### config.mk
export PLATFORM = sky130hd
export DESIGN_NAME = integer_set_store_core
export DESIGN_NICKNAME = d
export VERILOG_FILES = /design/src/sv/iss_pkg.sv /design/src/sv/iss_dp.sv /design/src/sv/iss_ctrl.sv /design/src/sv/integer_set_store_core.sv
export SDC_FILE = /design/constraint.sdc
export NUM_CORES = 1
export LEC_CHECK = 0
export ABC_AREA = 1
export BUFFER_PORTS_ARGS = -buffer_cell sky130_fd_sc_hd__buf_2
export CAP_MARGIN = 20
export CORE_MARGIN = 2
export CORE_UTILIZATION = 62
export DETAILED_ROUTE_END_ITERATION = 7
export PLACE_DENSITY = 0.89
export REMOVE_ABC_BUFFERS = 1
export SETUP_SLACK_MARGIN = 0.2
export SYNTH_ARGS = -nofsm -noshare
export SYNTH_HDL_FRONTEND = slang
export SYNTH_SLANG_ARGS = --single-unit
### constraint.sdc
create_clock -name clk -period 7.2 [get_ports clk]
set_input_delay 0.36 -clock clk [delete_from_list [all_inputs] [get_ports clk]]
set_output_delay 0.36 -clock clk [all_outputs]
set_load 0.03 [all_outputs]
### src/sv/iss_pkg.sv
// ----------------------------------------------------------------------------
// iss_pkg
// shared constants, codes and control structs for the integer set store
// ----------------------------------------------------------------------------
package iss_pkg;

  localparam int ENTRIES = 16;
  localparam int IDX_W   = $clog2(ENTRIES);
  localparam int CNT_W   = $clog2(ENTRIES + 1);
  localparam int VAL_W   = 32;
  localparam int ACT_W   = 2;
  localparam int STAT_W  = 2;
  localparam int FILL_W  = 5;

  // action codes, code three behaves as a query
  localparam logic [ACT_W-1:0] ACT_ADD    = 2'd0;
  localparam logic [ACT_W-1:0] ACT_REMOVE = 2'd1;
  localparam logic [ACT_W-1:0] ACT_QUERY  = 2'd2;

  // result status codes
  localparam logic [STAT_W-1:0] ST_CHANGED = 2'd0;
  localparam logic [STAT_W-1:0] ST_SAME    = 2'd1;
  localparam logic [STAT_W-1:0] ST_FULL    = 2'd2;

  // controller to datapath
  typedef struct packed {
    logic start;       // latch input item, read entry zero
    logic step;        // advance index, read next entry
    logic shift_wr;    // move current entry down one place
    logic miss_done;   // value absent: an add appends or is rejected
    logic hit_done;    // value present, set left as is
    logic remove_done; // value removed, count down
    logic load_out;    // load output register
  } iss_cmd_t;

  // datapath to controller
  typedef struct packed {
    logic empty;       // no entries held
    logic match;       // entry read equals operand
    logic at_last;     // entry read is the last valid one
    logic act_remove;  // item is a remove
  } iss_stat_t;

endpackage

### src/sv/iss_dp.sv
// ----------------------------------------------------------------------------
// iss_dp
// datapath: entry memory, operand, index and count registers, output register
// ----------------------------------------------------------------------------
module iss_dp (
  input  logic                             clk,
  input  logic                             rst_n,
  input  iss_pkg::iss_cmd_t                cmd,
  output iss_pkg::iss_stat_t               stat,
  input  logic [iss_pkg::ACT_W-1:0]        in_action,
  input  logic signed [iss_pkg::VAL_W-1:0] in_value,
  output logic                             out_was_present,
  output logic [iss_pkg::STAT_W-1:0]       out_status,
  output logic [iss_pkg::FILL_W-1:0]       out_fill_count
);

  logic [iss_pkg::VAL_W-1:0]  mem [iss_pkg::ENTRIES];
  logic [iss_pkg::VAL_W-1:0]  rd_data_r;
  logic [iss_pkg::IDX_W-1:0]  rd_addr;
  logic [iss_pkg::IDX_W-1:0]  wr_addr;
  logic [iss_pkg::VAL_W-1:0]  wr_data;
  logic                       wr_en;

  logic [iss_pkg::ACT_W-1:0]  act_r;
  logic [iss_pkg::VAL_W-1:0]  value_r;
  logic [iss_pkg::IDX_W-1:0]  idx_r;
  logic [iss_pkg::CNT_W-1:0]  count_r;
  logic                       hit_r;
  logic [iss_pkg::STAT_W-1:0] status_r;
  logic                       room;
  logic                       append;

  logic                       out_was_present_r;
  logic [iss_pkg::STAT_W-1:0] out_status_r;
  logic [iss_pkg::FILL_W-1:0] out_fill_count_r;

  assign room   = count_r < iss_pkg::CNT_W'(iss_pkg::ENTRIES);
  assign append = cmd.miss_done && (act_r == iss_pkg::ACT_ADD) && room;

  always_comb begin
    rd_addr = cmd.start ? '0 : idx_r + iss_pkg::IDX_W'(1);
    wr_en   = cmd.shift_wr || append;
    wr_addr = cmd.shift_wr ? idx_r - iss_pkg::IDX_W'(1) : count_r[iss_pkg::IDX_W-1:0];
    wr_data = cmd.shift_wr ? rd_data_r : value_r;
  end

  // entry memory, one write and one registered read per cycle
  always_ff @(posedge clk) begin
    if (wr_en) begin
      mem[wr_addr] <= wr_data;
    end
    rd_data_r <= mem[rd_addr];
  end

  always_ff @(posedge clk) begin
    if (cmd.start) begin
      act_r   <= in_action;
      value_r <= in_value;
    end
    if (cmd.start) begin
      idx_r <= '0;
    end else if (cmd.step) begin
      idx_r <= idx_r + iss_pkg::IDX_W'(1);
    end
    if (cmd.miss_done) begin
      hit_r <= 1'b0;
      if (act_r == iss_pkg::ACT_ADD) begin
        status_r <= room ? iss_pkg::ST_CHANGED : iss_pkg::ST_FULL;
      end else begin
        status_r <= iss_pkg::ST_SAME;
      end
    end else if (cmd.hit_done) begin
      hit_r    <= 1'b1;
      status_r <= iss_pkg::ST_SAME;
    end else if (cmd.remove_done) begin
      hit_r    <= 1'b1;
      status_r <= iss_pkg::ST_CHANGED;
    end
    if (cmd.load_out) begin
      out_was_present_r <= hit_r;
      out_status_r      <= status_r;
      out_fill_count_r  <= iss_pkg::FILL_W'(count_r);
    end
  end

  always_ff @(posedge clk) begin
    if (!rst_n) begin
      count_r <= '0;
    end else if (append) begin
      count_r <= count_r + iss_pkg::CNT_W'(1);
    end else if (cmd.remove_done) begin
      count_r <= count_r - iss_pkg::CNT_W'(1);
    end
  end

  always_comb begin
    stat.empty      = count_r == '0;
    stat.match      = rd_data_r == value_r;
    stat.at_last    = (iss_pkg::CNT_W'(idx_r) + iss_pkg::CNT_W'(1)) == count_r;
    stat.act_remove = act_r == iss_pkg::ACT_REMOVE;
  end

  assign out_was_present = out_was_present_r;
  assign out_status      = out_status_r;
  assign out_fill_count  = out_fill_count_r;

endmodule

### src/sv/iss_ctrl.sv
// ----------------------------------------------------------------------------
// iss_ctrl
// controller: scan, shift and result hand-off sequencing
// ----------------------------------------------------------------------------
module iss_ctrl (
  input  logic               clk,
  input  logic               rst_n,
  input  logic               in_valid,
  output logic               in_stall,
  output logic               out_valid,
  input  logic               out_stall,
  input  iss_pkg::iss_stat_t stat,
  output iss_pkg::iss_cmd_t  cmd
);

  typedef enum logic [1:0] {
    S_IDLE,
    S_SCAN,
    S_SHIFT,
    S_EMIT
  } state_t;

  state_t state_r, state_nxt;
  logic   busy_r, busy_nxt;
  logic   out_valid_r, out_valid_nxt;

  always_comb begin
    state_nxt     = state_r;
    busy_nxt      = busy_r;
    out_valid_nxt = out_valid_r && out_stall;
    cmd           = '0;
    unique case (state_r)
      S_IDLE: begin
        if (in_valid && !busy_r) begin
          cmd.start = 1'b1;
          busy_nxt  = 1'b1;
          state_nxt = S_SCAN;
        end
      end
      S_SCAN: begin
        if (stat.empty) begin
          cmd.miss_done = 1'b1;
          state_nxt     = S_EMIT;
        end else if (stat.match) begin
          if (!stat.act_remove) begin
            cmd.hit_done = 1'b1;
            state_nxt    = S_EMIT;
          end else if (stat.at_last) begin
            cmd.remove_done = 1'b1;
            state_nxt       = S_EMIT;
          end else begin
            cmd.step  = 1'b1;
            state_nxt = S_SHIFT;
          end
        end else if (stat.at_last) begin
          cmd.miss_done = 1'b1;
          state_nxt     = S_EMIT;
        end else begin
          cmd.step = 1'b1;
        end
      end
      S_SHIFT: begin
        cmd.shift_wr = 1'b1;
        if (stat.at_last) begin
          cmd.remove_done = 1'b1;
          state_nxt       = S_EMIT;
        end else begin
          cmd.step = 1'b1;
        end
      end
      S_EMIT: begin
        if (!out_valid_r || !out_stall) begin
          cmd.load_out  = 1'b1;
          out_valid_nxt = 1'b1;
          busy_nxt      = 1'b0;
          state_nxt     = S_IDLE;
        end
      end
      default: begin
        state_nxt = S_IDLE;
      end
    endcase
  end

  always_ff @(posedge clk) begin
    if (!rst_n) begin
      state_r     <= S_IDLE;
      busy_r      <= 1'b0;
      out_valid_r <= 1'b0;
    end else begin
      state_r     <= state_nxt;
      busy_r      <= busy_nxt;
      out_valid_r <= out_valid_nxt;
    end
  end

  assign in_stall  = busy_r;
  assign out_valid = out_valid_r;

endmodule

### src/sv/integer_set_store_core.sv
// scan: after an input transfer the entries held before the item are read one at a time
// through the single read port; a miss or a removal walks every entry, and a hit on a
// query or an add stops at its position
// one item at a time: a new transfer is taken only after the result of the last is
// loaded; a result held by out_stall delays the next load and transfer
// reset: synchronous active-low rst_n empties the set and drops out_valid; entries are kept
// ----------------------------------------------------------------------------
// integer_set_store_core
// set of distinct signed 32-bit integers with add, remove and query
// ----------------------------------------------------------------------------
module integer_set_store_core (
  input  logic                             clk,
  input  logic                             rst_n,
  // input channel
  input  logic                             in_valid,
  output logic                             in_stall,
  input  logic [iss_pkg::ACT_W-1:0]        in_action,
  input  logic signed [iss_pkg::VAL_W-1:0] in_value,
  // result channel
  output logic                             out_valid,
  input  logic                             out_stall,
  output logic                             out_was_present,
  output logic [iss_pkg::STAT_W-1:0]       out_status,
  output logic [iss_pkg::FILL_W-1:0]       out_fill_count
);

  // commands from the sequencer, status back from the datapath
  iss_pkg::iss_cmd_t  cmd;
  iss_pkg::iss_stat_t stat;

  // sequencer: takes one transfer while idle, walks the packed entries
  // until a match or the last valid one, closes the gap on a removal, then
  // waits for the output register to be free before loading the result
  iss_ctrl u_ctrl (
    .clk       (clk),
    .rst_n     (rst_n),
    .in_valid  (in_valid),
    .in_stall  (in_stall),
    .out_valid (out_valid),
    .out_stall (out_stall),
    .stat      (stat),
    .cmd       (cmd)
  );

  // datapath: entry memory with registered read, operand latch, scan
  // index, fill count and the output register that holds a waiting result
  // while the next item is being worked on
  iss_dp u_dp (
    .clk             (clk),
    .rst_n           (rst_n),
    .cmd             (cmd),
    .stat            (stat),
    .in_action       (in_action),
    .in_value        (in_value),
    .out_was_present (out_was_present),
    .out_status      (out_status),
    .out_fill_count  (out_fill_count)
  );

endmodule

==> summary.txt <==
Die Y: 201.5 um
Initial Util: 62.69%
WP data required: 7.45 ns
Max Fclk: 198.7 MHz
Via count: 16702
Fin. Hold Viols: 0
HPWL after DPL: 30170 um
Slew @ Worst Pin: 1.145 ns
Total Wirelength: 63260 um
Cells after Synth: 1930
Post-synthesis sequential area ratio: 72.88%
# nets final: 2037
Seq cells post-synth: 602
Hold_sp: out_stall
Fillers: 2357
Final cell count without fillers: 2551
Drt first pass iters: 8
IO Port Bufs: 47
Largest net degree at the start of global routing: 115
Global-route wire length before repair: 95230 um
Tcrit/Tclk final: 69.91%
Clock sink count: 602
Drt drc: 0
Maximum VDD drop: 0.0002596 V
Flop-to-flop setup slack: 2.17 ns
Worst-path clk slew: 0.06 ns
RSZ-0062 raised after global routing: false
Seq pwr share: 43.8%
Multi-input logic area: 6020 um^2
GRT overflow: 0
CTS tree: built
Share of layout cells above drive strength 1: 9.985%
Vias in the first global route: 16639
Clk network pwr share: 28.1%
Hold depth: 3
Relative slew margins: 23.42%
Post-synthesis cell area: 24170 um^2
Sw Share: 34.47%
# hold bufs at CTS: 34
Storage element area: 17620 um^2
Vias/cell: 6.547
Hold EP: u_ctrl.out_valid
Crit path DAT: 5.29 ns
Placed cells: 2415
P_int: 6.892 mW
CTS root buf: clkbuf_16
Final setup viols: 0
Leakage: 9.306 nW
Post-CTS sizing: 0
Gpl congestion: 0.8491
RR Startpoint: u_ctrl.state_r[0]
Warnings, synthesis: 0
Worst Setup End Kind: register
Hold Crit Class: input pin to register
Num CTS Buffers: 55
WS Path Type: register to register
Average wire per cell in the routed design: 24.80 um
Core area: 38560 um^2
Final ANT Viol Nets: 0
CP max FO: 45
Total die area: 40580 um^2
Clk Latency, worst-skew pair: 0.61 ns
Initial DRC count: 2769
Final Total Pwr: 10.52 mW
Row cnt: 72
Die X: 201.5 um
Min cycle time layout: 5.033 ns
ANT cells: 0
Boundary Pins: 48
Max-cap violations: 0
Fin. max-slew vios: 0
Cell variety after synth: 41
Type of origin of the critical path: register
Logic gate share of total power: 28.1%
Status: finished clean
Pwr dens: 387.1 nW/um^2
Area grow syn2layout: 12.42%
Antenna violations before repair: 0
Gr usage total: 31.11%
Clock Skews: 0.01497 ns
Setup Fix Bufs, Post-CTS: 0
Syn avg cell area: 12.52 um^2
Psw: 3.626 mW
Worst r2r dst: u_dp.mem[11][5]
R2r worst-path depth: 9
H-tree level count: 2
Setup TNS: 0 ns
Longest Clk Path Bufs: 3
==> layer usage <==
layer / vias up / GRT usage, % / routed length [um]
met3: 282 / 7.256 / 7861
met5: - / 0 / 0
met4: 0 / 18.72 / 3682
met2: 1412 / 49.09 / 29930
met1: 7920 / 39.66 / 21780
li1: 7088 / - / -
==> how the worst max path moves through the flow <==
stage | startpoint | to | slack [ns]
floorplan | u_dp.idx_r[0] | u_dp.rd_data_r[0] | 0.58
global placement | u_dp.idx_r[0] | u_dp.rd_data_r[21] | 2.72
detailed placement | u_dp.idx_r[0] | u_dp.rd_data_r[21] | 2.58
CTS | u_dp.idx_r[0] | u_dp.rd_data_r[1] | 2.42
global route | u_ctrl.state_r[0] | u_dp.mem[11][28] | 2.17
finish | u_ctrl.state_r[0] | u_dp.mem[11][5] | 2.17
==> metrics by stage <==
step | worst slack (ns) | cell area [um^2] | hold WS (ns) | utilization, %
after floorplan | 0.5782 | 23590 | 0.4003 | -
after global placement | 2.722 | 25000 | 0.4028 | 64.83
after detailed placement | 2.582 | 25000 | 0.4097 | 64.83
after CTS | 2.422 | 27150 | 0.01355 | 70.41
after global routing | 2.171 | 27170 | 0.03781 | 70.48
final | 2.167 | 27170 | 0.03637 | 70.48
==> placed cells by master (no fill, tap or decap), types with 2 or more instances in the layout <==
cell type	instances
edfxtp_1	556
nor2_1	508
nand2_1	201
o21ai_0	143
o311ai_0	88
nand3_1	58
clkbuf_16	57
buf_2	47
dfxtp_1	46
inv_1	40
buf_4	38
dlygate4sd3_1	34
o32ai_1	28
o211ai_1	28
xnor2_1	28
a211oi_4	16
o311ai_1	12
a21oi_1	12
clkbuf_1	12
clkinv_1	12
clkinv_2	10
ha_1	8
bufinv_16	7
inv_2	6
xor2_1	3
nand3b_1	3
a31oi_1	3
nand2_2	3
nand4_1	2
inv_4	2
nor2_4	2
==> cell usage after synthesis, drive strengths merged <==
cell	count	area (um^2)
ha	9	112.6
o21ai	143	715.7
a31oi	3	18.77
o211ai	28	210.2
nor3	2	21.27
o311ai	100	875.8
clkbuf	59	221.5
xor2	3	26.28
o21a	1	7.510
a21o	1	7.510
dfxtp	46	920.9
buf	59	356.6
o22ai	1	12.51
a21oi	13	76.33
or2	1	6.260
xnor2	28	245.2
o32ai	28	245.2
a211oi	16	125.1
inv	49	183.9
nor2	511	1921
nand3	59	300.3
nand4	3	25.02
nand3b	3	22.52
nand2	206	790.8
edfxtp	556	16700
a21boi	1	7.510
fa	1	20.02
==> kinds of logic (layout without fill, tap and decap cells) <==
| logic type | after synthesis | in the layout | share of synthesized area, % |
|---|---|---|---|
| AO/OA/AOI/OAI | 335 | 335 | 9.524 |
| XOR/XNOR | 31 | 31 | 1.123 |
| adder cells (fa/ha/maj) | 10 | 10 | 0.5487 |
| buffers and inverters | 167 | 270 | 3.152 |
| flip-flops | 602 | 602 | 72.88 |
| AND/OR/NAND/NOR | 785 | 785 | 12.77 |
==> state kept, by name (all words and copies together) (netlist names) <==
register              flops
u_dp.rd_data_r           32
u_dp.value_r             32
u_dp.idx_r                4
u_ctrl.out_valid          1
u_dp.hit_r                1
u_dp.count_r              5
u_dp.mem                512
u_dp.act_r                2
u_dp.out_fill_count       5
u_dp.out_was_present      1
u_dp.out_status           2
u_ctrl.state_r            2
u_dp.status_r             2
u_ctrl.in_stall           1
==> critical path, cell delays in order, from the launching register on <==
cell and delay, ns:
dfxtp_1 0.34, inv_1 0.13, ha_2 0.18, buf_4 0.52, inv_2 0.42, buf_4 0.46, o21ai_0 0.53, nand2_1 0.48
a211oi_4 1.02, buf_4 0.54
==> power groups by stage <==
stage	Sequential [mW]	Combinational, mW	Clock [mW]
finish	4.61	2.96	2.95
global route	4.62	3.20	3.09
CTS	4.60	2.88	2.96
detailed placement	4.66	2.79	0
global placement	4.64	2.62	0
floorplan	4.62	1.85	0
==> area by class of cell <==
type / count / area share (%)
Clock buffer: 70 / 5.465
Clock inverter: 31 / 1.197
Inverter: 49 / 0.6999
Multi-Input combinational cell: 1161 / 22.15
Sequential cell: 602 / 64.83
Tap cell: 518 / 2.385
Timing Repair Buffer: 120 / 3.269
No activity file was read; power rests on OpenSTA's default activity.
